### config.mk
export PLATFORM = sky130hd
export DESIGN_NAME = moving_average_filter_top
export DESIGN_NICKNAME = d
export VERILOG_FILES = /design/src/rtl/maf_pkg.sv /design/src/rtl/maf_store.sv /design/src/rtl/maf_div.sv /design/src/rtl/moving_average_filter_top.sv
export SDC_FILE = /design/constraint.sdc
export NUM_CORES = 1
export LEC_CHECK = 0
export ABC_AREA = 1
export BUFFER_PORTS_ARGS = -buffer_cell sky130_fd_sc_hd__buf_4
export CAP_MARGIN = 20
export CORE_AREA = 8 8 442 444
export CTS_CLUSTER_DIAMETER = 150
export DETAILED_ROUTE_END_ITERATION = 8
export DIE_AREA = 0 0 450 452
export GPL_ROUTABILITY_DRIVEN = 1
export HOLD_SLACK_MARGIN = 0.08
export PLACE_DENSITY = 0.44
export RECOVER_POWER = 25
export SLEW_MARGIN = 15
export SYNTH_ARGS = -nofsm -noshare
export SYNTH_HDL_FRONTEND = slang
export SYNTH_SLANG_ARGS = --single-unit
### constraint.sdc
create_clock -name clk -period 4.97 [get_ports clk]
set_input_delay 0.7455 -clock clk [delete_from_list [all_inputs] [get_ports clk]]
set_output_delay 0.7455 -clock clk [all_outputs]
set_load 0.01 [all_outputs]
### src/rtl/maf_pkg.sv
package maf_pkg;

	localparam int WINDOW_MAX_DEF  = 64;
	localparam int SAMPLE_BITS_DEF = 16;

	localparam int CFG_W = 7;
	localparam logic [CFG_W-1:0] WINDOW_RESET = 7'd16;

endpackage

### src/rtl/maf_store.sv
module maf_store #(
	parameter int DEPTH  = 64,
	parameter int DATA_W = 16,
	parameter int ADDR_W = $clog2(DEPTH)
) (
	input  logic              clk,
	input  logic              rd_en,
	input  logic [ADDR_W-1:0] rd_addr,
	output logic [DATA_W-1:0] rd_data,
	input  logic              wr_en,
	input  logic [ADDR_W-1:0] wr_addr,
	input  logic [DATA_W-1:0] wr_data
);

	logic [DATA_W-1:0] mem [DEPTH];

	always_ff @(posedge clk) begin
		if (wr_en) begin
			mem[wr_addr] <= wr_data;
		end
	end

	always_ff @(posedge clk) begin
		if (rd_en) begin
			rd_data <= mem[rd_addr];
		end
	end

endmodule

### src/rtl/maf_div.sv
module maf_div #(
	parameter int DVD_W = 22,
	parameter int DSR_W = 7,
	parameter int QUO_W = 16
) (
	input  logic                    clk,
	input  logic                    arst_n,
	input  logic                    start,
	input  logic signed [DVD_W-1:0] dividend,
	input  logic        [DSR_W-1:0] divisor,
	output logic                    done,
	output logic signed [QUO_W-1:0] quotient
);

	localparam int STEP_W = $clog2(DVD_W + 1);

	logic              busy_q;
	logic              done_q;
	logic [STEP_W-1:0] step_q;
	logic [DSR_W-1:0]  rem_q;
	logic [DVD_W-1:0]  quo_q;
	logic [DSR_W-1:0]  dsr_q;
	logic              neg_q;

	logic [DVD_W-1:0] dvd_u;
	logic [DVD_W-1:0] mag;
	logic [DSR_W:0]   trial;
	logic [DSR_W:0]   diff;
	logic             take;
	logic [QUO_W-1:0] quo_low;

	// restoring division on the magnitude, one quotient bit per cycle
	assign dvd_u   = dividend;
	assign mag     = dvd_u[DVD_W-1] ? (~dvd_u + DVD_W'(1)) : dvd_u;
	assign trial   = {rem_q, quo_q[DVD_W-1]};
	assign take    = (trial >= {1'b0, dsr_q});
	assign diff    = trial - {1'b0, dsr_q};
	assign quo_low = quo_q[QUO_W-1:0];

	always_ff @(posedge clk or negedge arst_n) begin
		if (!arst_n) begin
			busy_q <= 1'b0;
			done_q <= 1'b0;
			step_q <= '0;
		end else if (start) begin
			busy_q <= 1'b1;
			done_q <= 1'b0;
			step_q <= STEP_W'(DVD_W);
		end else if (busy_q) begin
			step_q <= step_q - STEP_W'(1);
			if (step_q == STEP_W'(1)) begin
				busy_q <= 1'b0;
				done_q <= 1'b1;
			end
		end else begin
			done_q <= 1'b0;
		end
	end

	always_ff @(posedge clk) begin
		if (start) begin
			rem_q <= '0;
			quo_q <= mag;
			dsr_q <= divisor;
			neg_q <= dvd_u[DVD_W-1];
		end else if (busy_q) begin
			rem_q <= take ? diff[DSR_W-1:0] : trial[DSR_W-1:0];
			quo_q <= {quo_q[DVD_W-2:0], take};
		end
	end

	assign done     = done_q;
	assign quotient = neg_q ? (~quo_low + QUO_W'(1)) : quo_low;

endmodule

### src/rtl/moving_average_filter_top.sv
// channel   | handshake           | payload
// ----------+---------------------+---------------------------
// input     | in_valid, in_ready  | sample
// output    | out_valid, out_ready| mean, count
// config    | cfg_we              | window_size
//
// one beat passes a store read (S_IDLE), a read-modify-write of the store and running
// sum (S_RMW), the bit-serial divider (S_DIV) and a move to the output register (S_OUT)
// a new input beat is taken once the divider result has moved to the output register,
// so the next beat overlaps a result still waiting on out_ready
// out_ready low holds the result and stalls the block only when a second result is done
// arst_n clears the fill count, index, sum and the output valid; window_size resets to 16
module moving_average_filter_top #(
	parameter int WINDOW_MAX  = maf_pkg::WINDOW_MAX_DEF,
	parameter int SAMPLE_BITS = maf_pkg::SAMPLE_BITS_DEF,
	parameter int CNT_W       = $clog2(WINDOW_MAX + 1)
) (
	input  logic                          clk,
	input  logic                          arst_n,
	input  logic                          cfg_we,
	input  logic [maf_pkg::CFG_W-1:0]     window_size,
	input  logic                          in_valid,
	output logic                          in_ready,
	input  logic signed [SAMPLE_BITS-1:0] sample,
	output logic                          out_valid,
	input  logic                          out_ready,
	output logic signed [SAMPLE_BITS-1:0] mean,
	output logic        [CNT_W-1:0]       count
);

	import maf_pkg::*;

	localparam int IDX_W = $clog2(WINDOW_MAX);
	localparam int SUM_W = SAMPLE_BITS + IDX_W;
	localparam int CMP_W = (CNT_W > CFG_W) ? CNT_W : CFG_W;

	typedef enum logic [3:0] {
		S_IDLE = 4'b0001,
		S_RMW  = 4'b0010,
		S_DIV  = 4'b0100,
		S_OUT  = 4'b1000
	} state_t;

	state_t                   state_q;
	logic [CFG_W-1:0]         ws_q;
	logic [IDX_W-1:0]         idx_q;
	logic [CNT_W-1:0]         cnt_q;
	logic signed [SUM_W-1:0]  sum_q;
	logic signed [SAMPLE_BITS-1:0] sample_q;
	logic                     out_valid_q;
	logic signed [SAMPLE_BITS-1:0] mean_q;
	logic [CNT_W-1:0]         count_q;

	logic [CNT_W-1:0]              win_eff;
	logic                          in_acc;
	logic signed [SAMPLE_BITS-1:0] rd_data;
	logic signed [SAMPLE_BITS-1:0] old_smp;
	logic signed [SUM_W-1:0]       sum_n;
	logic [IDX_W-1:0]              idx_n;
	logic [CNT_W-1:0]              cnt_n;
	logic                          div_start;
	logic                          div_done;
	logic signed [SAMPLE_BITS-1:0] div_quo;
	logic                          out_free;

	// window of zero acts as one, oversized window clamps to the store depth
	always_comb begin
		if (ws_q == '0) begin
			win_eff = CNT_W'(1);
		end else if (CMP_W'(ws_q) > CMP_W'(WINDOW_MAX)) begin
			win_eff = CNT_W'(WINDOW_MAX);
		end else begin
			win_eff = CNT_W'(ws_q);
		end
	end

	assign in_ready  = (state_q == S_IDLE);
	assign in_acc    = in_valid && in_ready;
	assign out_free  = !out_valid_q || out_ready;
	assign div_start = (state_q == S_RMW);

	// oldest sample drops out only once the window is full
	assign old_smp = (cnt_q == win_eff) ? rd_data : '0;
	assign sum_n   = sum_q - SUM_W'(old_smp) + SUM_W'(sample_q);
	assign idx_n   = ((CNT_W'(idx_q) + CNT_W'(1)) == win_eff) ? '0 : idx_q + IDX_W'(1);
	assign cnt_n   = (cnt_q < win_eff) ? cnt_q + CNT_W'(1) : cnt_q;

	maf_store #(
		.DEPTH  (WINDOW_MAX),
		.DATA_W (SAMPLE_BITS)
	) u_store (
		.clk     (clk),
		.rd_en   (in_acc),
		.rd_addr (idx_q),
		.rd_data (rd_data),
		.wr_en   (state_q == S_RMW),
		.wr_addr (idx_q),
		.wr_data (sample_q)
	);

	maf_div #(
		.DVD_W (SUM_W),
		.DSR_W (CNT_W),
		.QUO_W (SAMPLE_BITS)
	) u_div (
		.clk      (clk),
		.arst_n   (arst_n),
		.start    (div_start),
		.dividend (sum_n),
		.divisor  (cnt_n),
		.done     (div_done),
		.quotient (div_quo)
	);

	always_ff @(posedge clk or negedge arst_n) begin
		if (!arst_n) begin
			state_q <= S_IDLE;
		end else begin
			unique case (state_q)
				S_IDLE: begin
					if (in_acc) begin
						state_q <= S_RMW;
					end
				end
				S_RMW: begin
					state_q <= S_DIV;
				end
				S_DIV: begin
					if (div_done) begin
						state_q <= S_OUT;
					end
				end
				S_OUT: begin
					if (out_free) begin
						state_q <= S_IDLE;
					end
				end
				default: begin
					state_q <= S_IDLE;
				end
			endcase
		end
	end

	always_ff @(posedge clk or negedge arst_n) begin
		if (!arst_n) begin
			ws_q  <= WINDOW_RESET;
			idx_q <= '0;
			cnt_q <= '0;
			sum_q <= '0;
		end else if (cfg_we) begin
			ws_q  <= window_size;
			idx_q <= '0;
			cnt_q <= '0;
			sum_q <= '0;
		end else if (state_q == S_RMW) begin
			idx_q <= idx_n;
			cnt_q <= cnt_n;
			sum_q <= sum_n;
		end
	end

	always_ff @(posedge clk) begin
		if (in_acc) begin
			sample_q <= sample;
		end
	end

	always_ff @(posedge clk or negedge arst_n) begin
		if (!arst_n) begin
			out_valid_q <= 1'b0;
		end else if (state_q == S_OUT && out_free) begin
			out_valid_q <= 1'b1;
		end else if (out_ready) begin
			out_valid_q <= 1'b0;
		end
	end

	always_ff @(posedge clk) begin
		if (state_q == S_OUT && out_free) begin
			mean_q  <= div_quo;
			count_q <= cnt_q;
		end
	end

	assign out_valid = out_valid_q;
	assign mean      = mean_q;
	assign count     = count_q;

	a_cnt_in_window: assert property (@(posedge clk) disable iff (!arst_n)
		cnt_q <= win_eff)
		else $error("valid count above window");

	a_idx_in_window: assert property (@(posedge clk) disable iff (!arst_n)
		CNT_W'(idx_q) < win_eff)
		else $error("write index outside window");

	a_out_from_fsm: assert property (@(posedge clk) disable iff (!arst_n)
		$rose(out_valid_q) |-> $past(state_q == S_OUT))
		else $error("output beat without a finished division");

	a_div_done_state: assert property (@(posedge clk) disable iff (!arst_n)
		div_done |-> state_q == S_DIV)
		else $error("divider done outside divide state");

endmodule

==> results of run 1 <==
-- worst register-to-register path, cell delays in order, from the launching register on --
cell and delay, ps:
dfstp_2 540, nor2_1 50, nand4_1 100, nand2_1 120, nand2_1 70, o21ai_1 110
ha_1 300, nand2_1 60, nor2_1 50, nand3_2 80, buf_4 210, nor2_1 80
fa_1 480, inv_1 40, ha_1 360, nand2_1 130, nor2_2 190, nand3_1 170
nand3_1 150, nand2_1 60, nand2_1 160, nand4_1 250, nor2_2 240, nand3_1 130
nand2_1 70, nand2_1 50, nand3_1 70, nand2_1 60
-- how the worst max path moves through the flow --
stage,to,slack (ps),depth (start not counted)
finish,u_div.quo_q[20],350,27
detailed placement,u_div.quo_q[20],220,27
floorplan,u_div.quo_q[16],840,28
CTS,u_div.quo_q[20],220,27
global route,u_div.quo_q[16],6,27
global placement,u_div.quo_q[16],260,27
-- registers in the layout (all words and copies together), names as in the netlist --
| signal | cells |
|---|---|
| u_store.mem | 1024 |
| sum_q | 22 |
| u_div.quo_q | 22 |
| mean | 16 |
| sample_q | 16 |
| u_store.rd_data | 16 |
| cnt_q | 7 |
| count | 7 |
| u_div.dsr_q | 7 |
| u_div.rem_q | 7 |
| ws_q | 7 |
| idx_q | 6 |
| u_div.step_q | 5 |
| state_q | 4 |
| out_valid | 1 |
| u_div.busy_q | 1 |
| u_div.done | 1 |
| u_div.neg_q | 1 |
-- stage by stage --
step / total power [W] / utilization, % / hold slack (ps) / area (sq um) / worst slack (ps)
floorplan: 0.0161 / - / 435 / 46800 / 837
global placement: 0.0184 / 27.2 / 464 / 51200 / 256
detailed placement: 0.0184 / 27.2 / 462 / 51300 / 222
CTS: 0.0276 / 29.3 / 112 / 55200 / 221
global route: 0.0287 / 29.3 / 154 / 55200 / 5.62
finish: 0.0274 / 29.3 / 208 / 55300 / 355
-- power breakdown --
group	total (W)	leakage [nW]	switching, W	internal (W)
logic	0.00616	6.41	0.00436	0.00180
registers	0.0120	10.8	0.000237	0.0118
clock network	0.00918	1.92	0.00392	0.00526
total	0.0274	19.1	0.00852	0.0188
-- cell type report --
class	count	area share [%]
Sequential cell	1170	63.0
Tap cell	2511	5.69
Clock inverter	79	1.66
Inverter	308	2.16
Clock buffer	142	5.51
Multi-Input combinational cell	1893	19.0
Antenna cell	1	0.00453
Timing Repair Buffer	203	3.00
-- repair_timing --
action | in CTS | in global routing
gates resized for setup | 0 | 13
buffers inserted | 0 | 1
endpoints found under the setup margin | 0 | 14
-- layer usage --
metal / wire (um) / share of wire [%] / GRT usage, %
met1: 67900 / 47 / 19.7
met3: 6660 / 4.6 / 1.92
met4: 2750 / 1.9 / 2.70
met2: 66400 / 46 / 22.1
met5: 0 / 0 / 0
-- placed cells by master (no fill, tap or decap), types with 14 or more instances in the layout --
cell	count
a22oi_1	145
nor2_1	112
ha_1	41
nand3_1	76
nand4_1	151
clkinv_2	25
clkinv_1	23
clkbuf_4	14
a221oi_1	98
o22ai_1	33
nand2_1	848
xor2_1	34
edfxtp_1	1109
bufinv_16	17
dfrtp_1	52
inv_1	292
clkbuf_1	37
a21oi_1	58
clkbuf_16	117
a22o_1	50
nor2_2	61
o21ai_0	74
fa_1	22
buf_4	159
-- cells by family (layout without fill, tap and decap cells) --
family	Yosys count	after routing	synth area share (%)
buffers and inverters	442	732	3.67
AOI/OAI and AO/OA	487	487	7.40
and+or+nand+nor	1300	1300	11.7
DFF	1170	1170	74.4
xor gates and xnor gates	42	42	0.786
other	0	1	0
adders and majority gates	64	64	2.06
==> flow_metrics.py, run 1 <==
metrics = {
    "status": {
        "status": "finished, violations left",
        "violations": "capacitance limit, slew limit",
    },
    "finish": {
        "final_cells": 6307,
        "area_growth_pct": 18.1,
        "fin_nets": 3784,
        "multiInputGateArea_sq_um": 10500,
        "drive_above_1_share_pct": 12.2,
        "nFillCells": 19200,
        "regArea_sq_um": 34800,
    },
    "setup_path": {
        "cpMostUsedCell": "nand2_1",
        "cp_max_fo": 14,
        "worstSetupStartpointType": "flip-flop",
        "critical-path-top-delay-family": "simple AND/OR/NAND/NOR gates",
        "crit_buf_inv": 2,
        "worstSetupPathType": "flip-flop to flip-flop",
        "crit_slowest_cell": "dfstp_2",
        "worstSetupStartpoint": "ws_q[4]",
        "critical-path-max-stage-delay_ps": 540,
        "r2r-start": "ws_q[4]",
        "r2r_cells": 27,
        "crit_path_end_kind": "flip-flop",
        "arrival_ps": 5070,
        "cp.required_ps": 5430,
        "regToRegEndpoint": "u_div.quo_q[20]",
        "reg2reg_slack_ps": 350,
    },
    "detailed_routing": {
        "drc": 0,
        "drtIter0Drc": 2358,
        "vias": 28900,
        "wire_per_inst_um": 22.8,
        "drt-pass1-iter-count": 5,
        "ant_nets": 0,
        "finalWirelength_mm": 144,
        "viasPerCell": 4.59,
    },
    "synthesis": {
        "synth_area_leaders": "edfxtp_1, nand2_1, dfrtp_1",
        "yosys-top-cells-count": "edfxtp_1, nand2_1, inv_1",
        "synth.most_common_cell": "edfxtp_1",
        "synth_top_area_share_pct": 71.2,
        "yosys.area.top_type": "edfxtp_1",
        "ys_warn_count": 0,
        "synth_seq_cells": 1170,
        "synth_ff_type": "edfxtp_1",
        "syn_area_sq_um": 46800,
        "ys_async_sr_fraction_pct": 4.62,
        "ys_types": 44,
        "synth_nets": 3597,
        "synth-edff-count": 1109,
        "synth_seq_area_share_pct": 74.4,
        "syn_inst": 3505,
        "syn_avg_cell_area_sq_um": 13.4,
    },
    "placement": {
        "port_buffers": 52,
        "place_congestion": 0.816,
        "hpwl_mm": 86.7,
        "placed_cells": 6083,
    },
    "grt": {
        "grt_antenna_before_repair": 1,
        "grt_pass1_wl_mm": 207,
        "grt_max_degree": 68,
        "grt_pass1_vias": 28400,
        "grt_overflow": 0,
        "grt_usage_pct": 13.7,
    },
    "power_and_ir_drop": {
        "irDropWorstVdd_v": 0.000307,
        "p_leak_nw": 19.1,
        "power_density_nw_per_um2": 495,
    },
    "floorplan": {
        "io_pins": 53,
        "rows": 160,
        "initial_core_util_pct": 24.8,
        "die_y_um": 452,
        "die_area_sq_um": 203000,
        "die_width_um": 450,
        "core-area_sq_um": 189000,
    },
    "clock_network": {
        "cts_htree_levels": 3,
        "cts_sinks": 1170,
        "tritoncts": "yes",
        "cts_made_buffers": 116,
        "clock_latency_ps": 760,
        "cts_root_buf": "clkbuf_16",
        "ctsHoldBuffers": 0,
        "clk_pin_slew_ps": 60,
        "clk_path_buf_depth": 3,
    },
    "min_path": {
        "hp-start": "sample[9]",
        "hold_path.class": "input port to flip-flop",
        "hold_depth": 1,
        "worstHoldEndpoint": "sample_q[9]",
    },
    "timing": {
        "fin_worst_skew_ps": 74.8,
        "timing.fmax_ghz": 0.217,
        "drv_slew": 706,
        "hold_viol": 0,
        "max_slew_margin_pct": -144,
        "setup_violations": 0,
        "min_period_ps": 4620,
        "rsz0062_at_grt": "no",
        "period_share_pct": 92.9,
        "worst_pin_slew_ps": 3670,
        "tns_ps": 0,
    },
    "flow_run": {
        "maxCapViolCount": 11,
    },
}
(Power assumes the default switching activity.)
==> run 2: changes to the inputs <==
ABC_AREA = 0   (was 1)
CORE_AREA = 8 8 439 441   (was 8 8 442 444)
DIE_AREA = 0 0 447 449   (was 0 0 450 452)
==> flow_metrics.py, run 2 <==
metrics = {
    "status": {
        "status": "finished, violations left",
        "violations": "capacitance limit, slew limit",
    },
    "timing": {
        "tns_ps": 0,
        "max_slew_margin_pct": -145,
        "min_period_ps": 4730,
        "fin_worst_skew_ps": 75.7,
        "setup_violations": 0,
        "timing.fmax_ghz": 0.211,
        "worst_pin_slew_ps": 3680,
        "period_share_pct": 95.2,
        "fin_ws_ps": 237,
        "drv_slew": 943,
        "hold_viol": 0,
        "hold_ws_ps": 208,
    },
    "grt": {
        "grt_overflow": 0,
        "grt_antenna_before_repair": 3,
        "grt_pass1_wl_mm": 204,
        "grt_pass1_vias": 26600,
        "grt_max_degree": 73,
        "grt_usage_pct": 13.8,
    },
    "clock_network": {
        "ctsHoldBuffers": 0,
        "cts_sinks": 1170,
        "clock_latency_ps": 760,
        "cts_root_buf": "clkbuf_16",
        "clk_path_buf_depth": 3,
        "clk_pin_slew_ps": 60,
        "cts_made_buffers": 118,
        "cts_htree_levels": 3,
        "tritoncts": "yes",
    },
    "detailed_routing": {
        "viasPerCell": 4.74,
        "wire_per_inst_um": 25.2,
        "vias": 27100,
        "drt-pass1-iter-count": 5,
        "drc": 0,
        "ant_nets": 0,
        "drtIter0Drc": 2572,
        "finalWirelength_mm": 144,
    },
    "floorplan": {
        "die_area_sq_um": 201000,
        "io_pins": 53,
        "core-area_sq_um": 186000,
        "initial_core_util_pct": 24.7,
        "rows": 159,
        "die_width_um": 447,
        "die_y_um": 449,
    },
    "synthesis": {
        "ys_async_sr_fraction_pct": 4.62,
        "synth.most_common_cell": "edfxtp_1",
        "synth_seq_area_share_pct": 75.6,
        "yosys.area.top_type": "edfxtp_1",
        "synth_nets": 2970,
        "synth_top_area_share_pct": 72.3,
        "synth-edff-count": 1109,
        "syn_inst": 2878,
        "ys_types": 86,
        "yosys-top-cells-count": "edfxtp_1, a22oi_1, nor2_1",
        "ys_warn_count": 0,
        "syn_area_sq_um": 46000,
        "synth_seq_cells": 1170,
        "synth_ff_type": "edfxtp_1",
        "synth_area_leaders": "edfxtp_1, a22oi_1, dfrtp_1",
        "syn_avg_cell_area_sq_um": 16.0,
    },
    "finish": {
        "drive_above_1_share_pct": 16.4,
        "largest_reg_flops": 1024,
        "final_common_cell": "edfxtp_1",
        "multiInputGateArea_sq_um": 10400,
        "regArea_sq_um": 34800,
        "layout_common_cells": "edfxtp_1, a22oi_1, buf_4",
        "regMostFlops": "u_store.mem",
        "area_growth_pct": 18.8,
        "top_regs": "u_store.mem (1024), sum_q (22), u_div.quo_q (22)",
        "fin_nets": 3209,
        "nFillCells": 18700,
    },
    "placement": {
        "port_buffers": 52,
        "hpwl_mm": 85.9,
        "place_congestion": 0.794,
        "pre_cts_ws_ps": -450,
    },
    "setup_path": {
        "cp_max_fo": 15,
        "worstSetupStartpointType": "flip-flop",
        "crit_path_end_kind": "flip-flop",
        "cp.required_ps": 5520,
        "arrival_ps": 5290,
        "worstSetupPathType": "flip-flop to flip-flop",
    },
    "power_and_ir_drop": {
        "p_leak_nw": 17.5,
        "power_density_nw_per_um2": 499,
        "irDropWorstVdd_v": 0.000275,
    },
    "flow_run": {
        "maxCapViolCount": 15,
    },
    "min_path": {
        "hold_path.class": "input port to flip-flop",
    },
}
## run 2: cell types whose count changed in the layout (fill, tap and decap cells not counted), sizes merged, moves of 23 or more
cell,change
a22o,+55
a22oi,+160
a31oi,+108
buf,+75
inv,-195
nand2,-729
nand3,-49
nand4,-121
nor2,-47
o21ai,-23
o22ai,-33
xnor2,+43
## run 2: path summary, 6_finish.rpt
| path | from | slack, ps | endpoint | depth (start not counted) |
|---|---|---|---|---|
| min reg2reg | u_div.rem_q[6] | 480 | u_div.rem_q[6] | 2 |
| min in group asynchronous | arst_n | 1220 | out_valid | 1 |
| max in group asynchronous | arst_n | 1710 | sum_q[11] | 1 |
| max reg2reg | ws_q[4] | 240 | u_div.quo_q[21] | 19 |
| min | sample[10] | 210 | sample_q[10] | 1 |
| max | ws_q[4] | 240 | u_div.quo_q[21] | 19 |
## run 2: repair_timing
action / 4_1_cts / 5_1_grt
gates resized for setup: 2 / 12
setup buffers: 0 / 5
pin swaps: 0 / 10
endpoints found under the setup margin: 23 / 20
gates cloned: 0 / 0
## run 2: through the flow
step	cells	cell area [sq um]	total power, W	util, %
2_1_floorplan	2878	46000	0.0161	-
3_3_place_gp	5486	50900	0.0188	27.4
3_5_place_dp	5486	50900	0.0188	27.4
4_1_cts	5701	54700	0.0275	29.4
5_1_grt	5708	54700	0.0286	29.4
6_report	5712	54700	0.0273	29.4
## run 2: final cells by class
type / instances / share of cell area, %
clock inverter: 70 / 1.15
multi-input combinational: 1427 / 19.0
timing repair buffer: 288 / 4.12
clock buffer: 145 / 5.66
tap: 2495 / 5.71
inverter: 112 / 0.769
sequential: 1170 / 63.6
antenna: 5 / 0.0229
## run 2: per-layer routing
layer	routed length [um]	GRT usage (%)	share of wire (%)
met1	64700	19.5	45
met2	66300	21.6	46
met3	8300	2.66	5.8
met4	4320	3.91	3.0
met5	13	0	0.0090
## run 2: cell families (layout without fill, tap and decap cells)
group           after synthesis  count (layout)  synth area share, %
fa+ha+maj                    64              64                 2.10
simple gates                437             437                 4.77
compound gates              834             834                 13.3
mux                          16              16                0.367
buf+inv                     281             615                 2.39
other cells                   0               5                    0
flops                      1170            1170                 75.6
xor+xnor                     76              76                 1.49
## run 2: worst max-delay path, cell delays in order, from the launching register on
cell,delay [ps]
dfstp_2,540
nor2_1,50
a21oi_1,120
nor2_1,70
ha_1,280
nand3_2,100
nor2_4,50
buf_12,140
and2_1,170
fa_1,480
inv_1,40
ha_1,330
a21oi_2,200
a21boi_2,80
or3_4,420
o31a_4,380
mux2i_1,140
a2111o_1,410
or4_1,470
o21ai_1,120
## run 2: power by group
part | internal (W) | switching, W
Combinational | 0.00256 | 0.00403
Clock | 0.00487 | 0.00382
Sequential | 0.0118 | 0.000288
